`src/hdl/fapd_pkg.sv`:
```
// Package for the four-corner charge-division position core.
// Widths, pipeline depth and register map. No dependencies.
`timescale 1ns / 1ps

package fapd_pkg;

  localparam int unsigned NumCorners  = 4;
  localparam int unsigned AmpW        = 16;              // corner amplitude
  localparam int unsigned PairW       = AmpW + 1;        // sum of two corners
  localparam int unsigned SumW        = AmpW + 2;        // sum of four corners
  localparam int unsigned PosW        = 18;              // Q2.16 position
  localparam int unsigned RemW        = SumW + 1;        // partial remainder
  localparam int unsigned NumDivSteps = PosW;            // one quotient bit per stage
  localparam int unsigned NumStages   = NumDivSteps + 1; // window stage + divider

  localparam logic [PosW-1:0] QTwo = PosW'(131072);      // 2.0 in Q2.16

  localparam int unsigned CfgAddrW = 5;
  localparam int unsigned CfgDataW = 32;
  localparam int unsigned RegIdxW  = 3;

  typedef enum logic [RegIdxW-1:0] {
    RegUrMin = 3'd0,
    RegLrMin = 3'd1,
    RegUlMin = 3'd2,
    RegLlMin = 3'd3,
    RegUrMax = 3'd4,
    RegLrMax = 3'd5,
    RegUlMax = 3'd6,
    RegLlMax = 3'd7
  } reg_idx_e;

endpackage

```
`src/hdl/four_anode_position_divider_core.sv`:
```
// Four-corner charge-division position core: window check, sum, two
// pipelined restoring dividers for X and Y. Depends on fapd_pkg.
// The window/sum stage loads the input word when it is taken; it is followed by
// 18 divider stages and one output register. Throughput: one word per cycle
// while the output is not stalled; the restoring dividers retire one quotient
// bit per stage.
// Reset (rst_ni low, async): pipeline emptied, windows set to [0, 65535].
`timescale 1ns / 1ps

module four_anode_position_divider_core (
  input  logic                          clk_i,
  input  logic                          rst_ni,
  // input channel
  input  logic                          in_valid_i,
  output logic                          in_ready_o,
  input  logic [fapd_pkg::AmpW-1:0]     upper_right_i,
  input  logic [fapd_pkg::AmpW-1:0]     lower_right_i,
  input  logic [fapd_pkg::AmpW-1:0]     upper_left_i,
  input  logic [fapd_pkg::AmpW-1:0]     lower_left_i,
  // output channel
  output logic                          out_valid_o,
  input  logic                          out_ready_i,
  output logic                          accepted_o,
  output logic [fapd_pkg::SumW-1:0]     amplitude_sum_o,
  output logic [fapd_pkg::PosW-1:0]     x_position_o,
  output logic [fapd_pkg::PosW-1:0]     y_position_o,
  // APB-style register port
  input  logic                          psel,
  input  logic                          penable,
  input  logic                          pwrite,
  input  logic [fapd_pkg::CfgAddrW-1:0] paddr,
  input  logic [fapd_pkg::CfgDataW-1:0] pwdata,
  output logic [fapd_pkg::CfgDataW-1:0] prdata,
  output logic                          pready
);

  // ---------------------------------------------------------------------------
  // Window registers, one min and one max per corner.
  // Corner order: upper right, lower right, upper left, lower left.
  // ---------------------------------------------------------------------------
  logic [fapd_pkg::NumCorners-1:0][fapd_pkg::AmpW-1:0] win_min_q, win_min_d;
  logic [fapd_pkg::NumCorners-1:0][fapd_pkg::AmpW-1:0] win_max_q, win_max_d;
  logic                                                cfg_wr;
  fapd_pkg::reg_idx_e                                  cfg_idx;
  logic [fapd_pkg::AmpW-1:0]                           cfg_val;
  logic [fapd_pkg::AmpW-1:0]                           rd_val;

  assign pready  = 1'b1;
  assign cfg_wr  = psel & penable & pwrite;
  assign cfg_idx = fapd_pkg::reg_idx_e'(paddr[fapd_pkg::CfgAddrW-1:2]);
  assign cfg_val = pwdata[fapd_pkg::AmpW-1:0];

  always_comb begin
    win_min_d = win_min_q;
    win_max_d = win_max_q;
    if (cfg_wr) begin
      unique case (cfg_idx)
        fapd_pkg::RegUrMin: win_min_d[0] = cfg_val;
        fapd_pkg::RegLrMin: win_min_d[1] = cfg_val;
        fapd_pkg::RegUlMin: win_min_d[2] = cfg_val;
        fapd_pkg::RegLlMin: win_min_d[3] = cfg_val;
        fapd_pkg::RegUrMax: win_max_d[0] = cfg_val;
        fapd_pkg::RegLrMax: win_max_d[1] = cfg_val;
        fapd_pkg::RegUlMax: win_max_d[2] = cfg_val;
        fapd_pkg::RegLlMax: win_max_d[3] = cfg_val;
        default: ;
      endcase
    end
  end

  always_comb begin
    unique case (cfg_idx)
      fapd_pkg::RegUrMin: rd_val = win_min_q[0];
      fapd_pkg::RegLrMin: rd_val = win_min_q[1];
      fapd_pkg::RegUlMin: rd_val = win_min_q[2];
      fapd_pkg::RegLlMin: rd_val = win_min_q[3];
      fapd_pkg::RegUrMax: rd_val = win_max_q[0];
      fapd_pkg::RegLrMax: rd_val = win_max_q[1];
      fapd_pkg::RegUlMax: rd_val = win_max_q[2];
      fapd_pkg::RegLlMax: rd_val = win_max_q[3];
      default:            rd_val = '0;
    endcase
  end

  assign prdata = fapd_pkg::CfgDataW'(rd_val);

  always_ff @(posedge clk_i or negedge rst_ni) begin
    if (!rst_ni) begin
      win_min_q <= '0;
      win_max_q <= '1;
    end else begin
      win_min_q <= win_min_d;
      win_max_q <= win_max_d;
    end
  end

  // ---------------------------------------------------------------------------
  // Pipeline. Stage 0 holds the window verdict, the sum and the two pair
  // sums (the dividends). Stages 1..18 each produce one quotient bit of
  // X and Y, MSB first. Every stage moves on when its successor is empty
  // or moving, so bubbles close up while the output is stalled.
  // ---------------------------------------------------------------------------
  localparam int unsigned NS = fapd_pkg::NumStages;

  logic [NS-1:0]                        v_q;
  logic [NS-1:0]                        en;
  logic [NS-1:0]                        ok_q,  ok_d;
  logic [NS-1:0][fapd_pkg::SumW-1:0]    sum_q, sum_d;
  logic [NS-1:0][fapd_pkg::RemW-1:0]    rx_q,  rx_d;
  logic [NS-1:0][fapd_pkg::RemW-1:0]    ry_q,  ry_d;
  logic [NS-1:0][fapd_pkg::PosW-1:0]    qx_q,  qx_d;
  logic [NS-1:0][fapd_pkg::PosW-1:0]    qy_q,  qy_d;

  logic                                 out_v_q;
  logic                                 out_en;
  logic                                 acc_q;
  logic [fapd_pkg::SumW-1:0]            osum_q;
  logic [fapd_pkg::PosW-1:0]            ox_q, oy_q;

  // stall chain, back to front
  assign out_en = ~out_v_q | out_ready_i;
  always_comb begin
    en[NS-1] = ~v_q[NS-1] | out_en;
    for (int k = NS - 2; k >= 0; k--) begin
      en[k] = ~v_q[k] | en[k+1];
    end
  end
  assign in_ready_o = en[0];

  // stage 0: window check and sums
  logic [fapd_pkg::NumCorners-1:0][fapd_pkg::AmpW-1:0] amp;
  logic [fapd_pkg::NumCorners-1:0]                     in_win;
  logic [fapd_pkg::SumW-1:0]                           sum_in;
  logic [fapd_pkg::PairW-1:0]                          right_in, upper_in;

  assign amp = {lower_left_i, upper_left_i, lower_right_i, upper_right_i};

  always_comb begin
    for (int c = 0; c < fapd_pkg::NumCorners; c++) begin
      in_win[c] = (amp[c] >= win_min_q[c]) && (amp[c] <= win_max_q[c]);
    end
  end

  assign right_in = fapd_pkg::PairW'(upper_right_i) + fapd_pkg::PairW'(lower_right_i);
  assign upper_in = fapd_pkg::PairW'(upper_right_i) + fapd_pkg::PairW'(upper_left_i);
  assign sum_in   = fapd_pkg::SumW'(right_in)
                  + fapd_pkg::SumW'(upper_left_i) + fapd_pkg::SumW'(lower_left_i);

  // divider steps: the first step compares the dividend as is (it never
  // exceeds the sum, so the quotient fits Q2.16), later ones shift in a zero
  logic [NS-1:0][fapd_pkg::RemW-1:0] tx, ty;
  logic [NS-1:0]                     gex, gey;

  always_comb begin
    ok_d[0]  = (&in_win) && (sum_in != '0);
    sum_d[0] = sum_in;
    rx_d[0]  = fapd_pkg::RemW'(right_in);
    ry_d[0]  = fapd_pkg::RemW'(upper_in);
    qx_d[0]  = '0;
    qy_d[0]  = '0;
    tx[0]    = '0;
    ty[0]    = '0;
    gex[0]   = 1'b0;
    gey[0]   = 1'b0;
    for (int s = 1; s < NS; s++) begin
      if (s == 1) begin
        tx[s] = rx_q[s-1];
        ty[s] = ry_q[s-1];
      end else begin
        tx[s] = {rx_q[s-1][fapd_pkg::RemW-2:0], 1'b0};
        ty[s] = {ry_q[s-1][fapd_pkg::RemW-2:0], 1'b0};
      end
      gex[s]   = tx[s] >= fapd_pkg::RemW'(sum_q[s-1]);
      gey[s]   = ty[s] >= fapd_pkg::RemW'(sum_q[s-1]);
      rx_d[s]  = gex[s] ? tx[s] - fapd_pkg::RemW'(sum_q[s-1]) : tx[s];
      ry_d[s]  = gey[s] ? ty[s] - fapd_pkg::RemW'(sum_q[s-1]) : ty[s];
      qx_d[s]  = {qx_q[s-1][fapd_pkg::PosW-2:0], gex[s]};
      qy_d[s]  = {qy_q[s-1][fapd_pkg::PosW-2:0], gey[s]};
      ok_d[s]  = ok_q[s-1];
      sum_d[s] = sum_q[s-1];
    end
  end

  // valid bits
  always_ff @(posedge clk_i or negedge rst_ni) begin
    if (!rst_ni) begin
      v_q     <= '0;
      out_v_q <= 1'b0;
    end else begin
      if (en[0]) v_q[0] <= in_valid_i;
      for (int k = 1; k < NS; k++) begin
        if (en[k]) v_q[k] <= v_q[k-1];
      end
      if (out_en) out_v_q <= v_q[NS-1];
    end
  end

  // payload, no reset
  always_ff @(posedge clk_i) begin
    for (int k = 0; k < NS; k++) begin
      if (en[k]) begin
        ok_q[k]  <= ok_d[k];
        sum_q[k] <= sum_d[k];
        rx_q[k]  <= rx_d[k];
        ry_q[k]  <= ry_d[k];
        qx_q[k]  <= qx_d[k];
        qy_q[k]  <= qy_d[k];
      end
    end
    if (out_en) begin
      // rejected words report sum 0 and position 2.0
      acc_q  <= ok_q[NS-1];
      osum_q <= ok_q[NS-1] ? sum_q[NS-1] : '0;
      ox_q   <= ok_q[NS-1] ? qx_q[NS-1]  : fapd_pkg::QTwo;
      oy_q   <= ok_q[NS-1] ? qy_q[NS-1]  : fapd_pkg::QTwo;
    end
  end

  assign out_valid_o     = out_v_q;
  assign accepted_o      = acc_q;
  assign amplitude_sum_o = osum_q;
  assign x_position_o    = ox_q;
  assign y_position_o    = oy_q;

  // ---------------------------------------------------------------------------
  // Assertions
  // ---------------------------------------------------------------------------
  a_pos_range: assert property (@(posedge clk_i) disable iff (!rst_ni)
    out_valid_o && accepted_o |->
      (x_position_o <= fapd_pkg::QTwo) && (y_position_o <= fapd_pkg::QTwo))
    else $error("position beyond 2.0 on an accepted word");

  a_sum_nonzero: assert property (@(posedge clk_i) disable iff (!rst_ni)
    out_valid_o && accepted_o |-> amplitude_sum_o != '0)
    else $error("accepted word with zero sum");

  a_bubble_ready: assert property (@(posedge clk_i) disable iff (!rst_ni)
    !v_q[0] |-> in_ready_o)
    else $error("input stalled although first stage is empty");

  a_drain: assert property (@(posedge clk_i) disable iff (!rst_ni)
    v_q[NS-1] && !out_v_q |=> out_v_q)
    else $error("last divider stage did not move into empty output register");

endmodule

```
`config.mk`:
```
export PLATFORM = sky130hd
export DESIGN_NAME = four_anode_position_divider_core
export DESIGN_NICKNAME = d
export VERILOG_FILES = /design/src/hdl/fapd_pkg.sv /design/src/hdl/four_anode_position_divider_core.sv
export SDC_FILE = /design/constraint.sdc
export NUM_CORES = 2
export LEC_CHECK = 0
export CAP_MARGIN = 20
export CORE_MARGIN = 2
export CORE_UTILIZATION = 43
export CTS_CLUSTER_DIAMETER = 30
export CTS_CLUSTER_SIZE = 40
export DETAILED_ROUTE_END_ITERATION = 10
export DONT_BUFFER_PORTS = 1
export HOLD_SLACK_MARGIN = 0.06
export PLACE_DENSITY = 0.64
export SYNTH_ARGS = -nofsm -noshare
export SYNTH_HDL_FRONTEND = slang
export SYNTH_SLANG_ARGS = --single-unit
```
`constraint.sdc`:
```
create_clock -name clk_i -period 10.1 [get_ports clk_i]
set_input_delay 1.01 -clock clk_i [delete_from_list [all_inputs] [get_ports clk_i]]
set_output_delay 1.01 -clock clk_i [all_outputs]
set_load 0.03 [all_outputs]
```
==> flow_metrics.py <==
metrics = {
    "detailed_routing": {
        "vias_per_cell": 5.46,
        "drc": 0,
        "wl_met1_um": 97800,
        "wl_per_cell_um": 20.4,
        "top_layer": "met5",
        "wirelength_um": 227000,
        "dr_wl_met2_um": 108000,
        "drt_first_iter_violations": 4657,
        "ant_nets": 0,
        "first_pass_iters": 6,
        "num_vias": 60700,
        "wl_met3_um": 14000,
    },
    "yosys": {
        "synthArstFlopShare_pct": 9.54,
        "yosysSeqAreaShare_pct": 51.1,
        "synthFlopType": "edfxtp_1",
        "synth.avg_cell_area_um2": 11.5,
        "syn_inst": 7801,
        "synth_edf_count": 1404,
        "synth_area_um2": 90000,
        "yosys_warnings": 0,
        "ys_ff_latch": 1552,
        "synth_cell_types": 92,
    },
    "layout": {
        "fillers": 17900,
        "drive_gt1_share_pct": 13.8,
        "final_nets": 9040,
        "regArea_um2": 45900,
        "multi_input_area_um2": 40900,
        "synthToLayoutAreaGrowth_pct": 16.4,
        "fin_area_um2": 105000,
    },
    "clocking": {
        "cts_buffer_depth": 4,
        "cts_made_buffers": 336,
        "cts_tree": "built",
        "cts_resized": 0,
        "clk_pin_slew_ns": 0.05,
        "clk_root_buffer_cell": "clkbuf_16",
        "htree_levels": 5,
        "postCtsSetupBuffers": 0,
        "clock_latency_ns": 0.95,
        "clock-sinks": 1552,
    },
    "global_routing": {
        "grt_pass1_vias": 60600,
        "antenna_found_initial": 8,
        "grt_max_degree": 149,
        "grt_use_total_pct": 21.1,
        "grt_pass1_wl_um": 348000,
        "grt-ovfl-total": 0,
    },
    "floorplanning": {
        "io_pins": 198,
        "dieHeight_um": 461,
        "dieArea_um2": 213000,
        "start_util_pct": 43.4,
        "rows": 167,
        "fp.dieW_um": 461,
        "fp.coreArea_um2": 207000,
    },
    "critical_path": {
        "worstPathArrival_ns": 5.51,
        "r2r-end": "sum_d[35]",
        "required_ns": 9.09,
        "reg2reg_depth": 13,
        "rr_startpoint": "out_valid_o",
        "crit_path_end_kind": "output pin",
        "cp_slowest_cell": "nor3_1",
        "critPathMaxStageDelay_ns": 0.92,
        "r2r_slack_ns": 4.87,
        "critPathLaunchType": "register",
        "crit_type": "reg2out",
        "cp_cell_sequence": "nand2b_2 > buf_4 > nor2_1 > inv_2 > nor2_1 > nand2_4 > nor3_1 > and2_1 > and3_1 > and3_1 > nand4_1 > buf_4",
        "critPathBufInv": 3,
        "cp_top_family": "simple AND/OR/NAND/NOR gates",
        "crit_path_max_fanout": 57,
    },
    "min_path": {
        "holdPathStages": 2,
        "hp-start": "pwdata[9]",
        "min_path_type": "in2reg",
        "hold_path_end": "win_max_q[25]",
    },
    "run": {
        "cap_violations": 0,
    },
    "sta": {
        "slew_headroom_pct": 20.6,
        "fin_crit_ns": 6.52,
        "fmax_mhz": 153,
        "hold_viol_final": 0,
        "finalSetupTns_ns": 0,
        "grt_setup_unrepaired": "false",
        "skew_ns": 0.0894,
        "setup_viol": 0,
        "min_period_over_period_pct": 64.5,
        "slew_viol_final": 0,
        "worst_pin_slew_ns": 1.18,
    },
    "outcome": {
        "status": "finished, final reports clean",
    },
    "placement": {
        "port_buffers": 0,
        "placed_area_um2": 93300,
        "gp_congestion": 0.924,
        "hpwl_um": 174000,
    },
}
## layout make-up
type / instances / area share [%]
diodes: 1 / 0.00239
clock buffers: 382 / 8.33
repair buffers: 57 / 0.490
inverters: 674 / 2.42
flip-flops and latches: 1552 / 43.9
well taps: 2788 / 3.33
multi-input cells: 5438 / 39.1
clock inverters: 212 / 2.50
## worst max path at each step
stage	slack, ns	startpoint	end	cells past startpoint
after global placement	3.42	upper_right_i[1]	ok_q[0]	20
after global routing	3.16	out_valid_o	in_ready_o	12
after detailed placement	3.42	upper_right_i[1]	ok_q[0]	20
after CTS	3.48	out_valid_o	in_ready_o	12
final	3.58	out_valid_o	in_ready_o	12
after floorplan	0.81	out_ready_i	in_ready_o	10
## metal layers
metal,global-route usage (%),vias up
li1,-,29500
met4,7.01,2
met1,27.1,29200
met3,4.64,401
met2,35.2,1614
met5,0,-
## flip-flops by register name (all words and copies together) (netlist names)
name / count
sum_q: 18
y_position_o: 18
qy_q: 18
win_max_q: 64
rx_q: 323
v_q: 19
amplitude_sum_o: 18
accepted_o: 1
qy_d: 153
ry_q: 323
sum_d: 324
qx_d: 153
win_min_q: 64
out_valid_o: 1
ok_q: 19
qx_q: 18
x_position_o: 18
## cell usage in the layout, fill, tap and decap left out, types with 116 or more instances in the layout
master,n
xnor2_1,326
a21oi_1,542
inv_1,666
nor2_1,491
clkbuf_16,339
nor3_1,150
nand2_1,431
xor2_1,146
mux2_2,342
o21a_1,116
edfxtp_1,1404
a21o_1,201
nand2b_1,118
ha_1,820
o21ai_0,462
## cells by family after synthesis
logic type | after synthesis | share of synthesized area (%)
and+or+nand+nor | 1846 | 10.1
AOI/OAI and AO/OA | 1830 | 12.8
DFF | 1552 | 51.1
adders and majority gates | 873 | 12.6
buffers and inverters | 826 | 3.64
xor gates and xnor gates | 472 | 4.60
muxes | 400 | 5.15
other | 2 | 0.00835
## metrics by stage
step | setup WS, ns | std cells | hold slack [ns] | util [%]
after floorplan | 0.814 | 7816 | 0.400 | -
after global placement | 3.42 | 10500 | 0.401 | 44.9
after detailed placement | 3.42 | 10500 | 0.405 | 45.0
after CTS | 3.48 | 11100 | 0.0779 | 50.5
after global routing | 3.16 | 11100 | 0.128 | 50.5
final | 3.58 | 11100 | 0.164 | 50.5
## synth_stat cells (24+ instances only)
| master | count | area, µm² |
|---|---|---|
| fa_1 | 53 | 1060 |
| o211ai_1 | 43 | 323 |
| o21ai_0 | 463 | 2320 |
| a21boi_0 | 36 | 270 |
| inv_1 | 674 | 2530 |
| ha_1 | 820 | 10300 |
| o21a_1 | 116 | 871 |
| a21oi_1 | 543 | 2720 |
| a21o_1 | 201 | 1510 |
| nand4_1 | 106 | 663 |
| nor2b_1 | 105 | 657 |
| o31a_1 | 24 | 210 |
| dfrtp_1 | 84 | 2100 |
| buf_4 | 26 | 195 |
| or3_1 | 31 | 194 |
| nor3_1 | 154 | 771 |
| nand3_1 | 90 | 450 |
| nor4_1 | 33 | 206 |
| nor2_1 | 498 | 1870 |
| nand2_1 | 438 | 1640 |
| o21bai_1 | 48 | 360 |
| xnor2_1 | 326 | 2860 |
| or2_2 | 45 | 282 |
| nand2b_1 | 119 | 744 |
| and2_1 | 83 | 519 |
| mux2i_1 | 38 | 380 |
| xor2_1 | 146 | 1280 |
| edfxtp_1 | 1404 | 42200 |
| a211oi_1 | 36 | 270 |
| and3_1 | 43 | 269 |
| o31ai_1 | 27 | 203 |
| a31oi_1 | 48 | 300 |
| dfstp_2 | 64 | 1680 |
| clkbuf_1 | 83 | 312 |
| mux2_2 | 342 | 3850 |
## timing repair
action	in CTS	in global routing
hold endpoints to repair	148	0
setup endpoints to repair	0	0
hold buffers	2	0
## worst reg2reg max path: cells and delay by family (launching register included)
| family | cells | cell delay, ns |
|---|---|---|
| simple gates | 9 | 3.34 |
| flops | 1 | 0.52 |
| buf+inv | 4 | 1.06 |
Power is not shown: default switching activity piles up to over one toggle a cycle in this logic, so the estimate is an artifact.
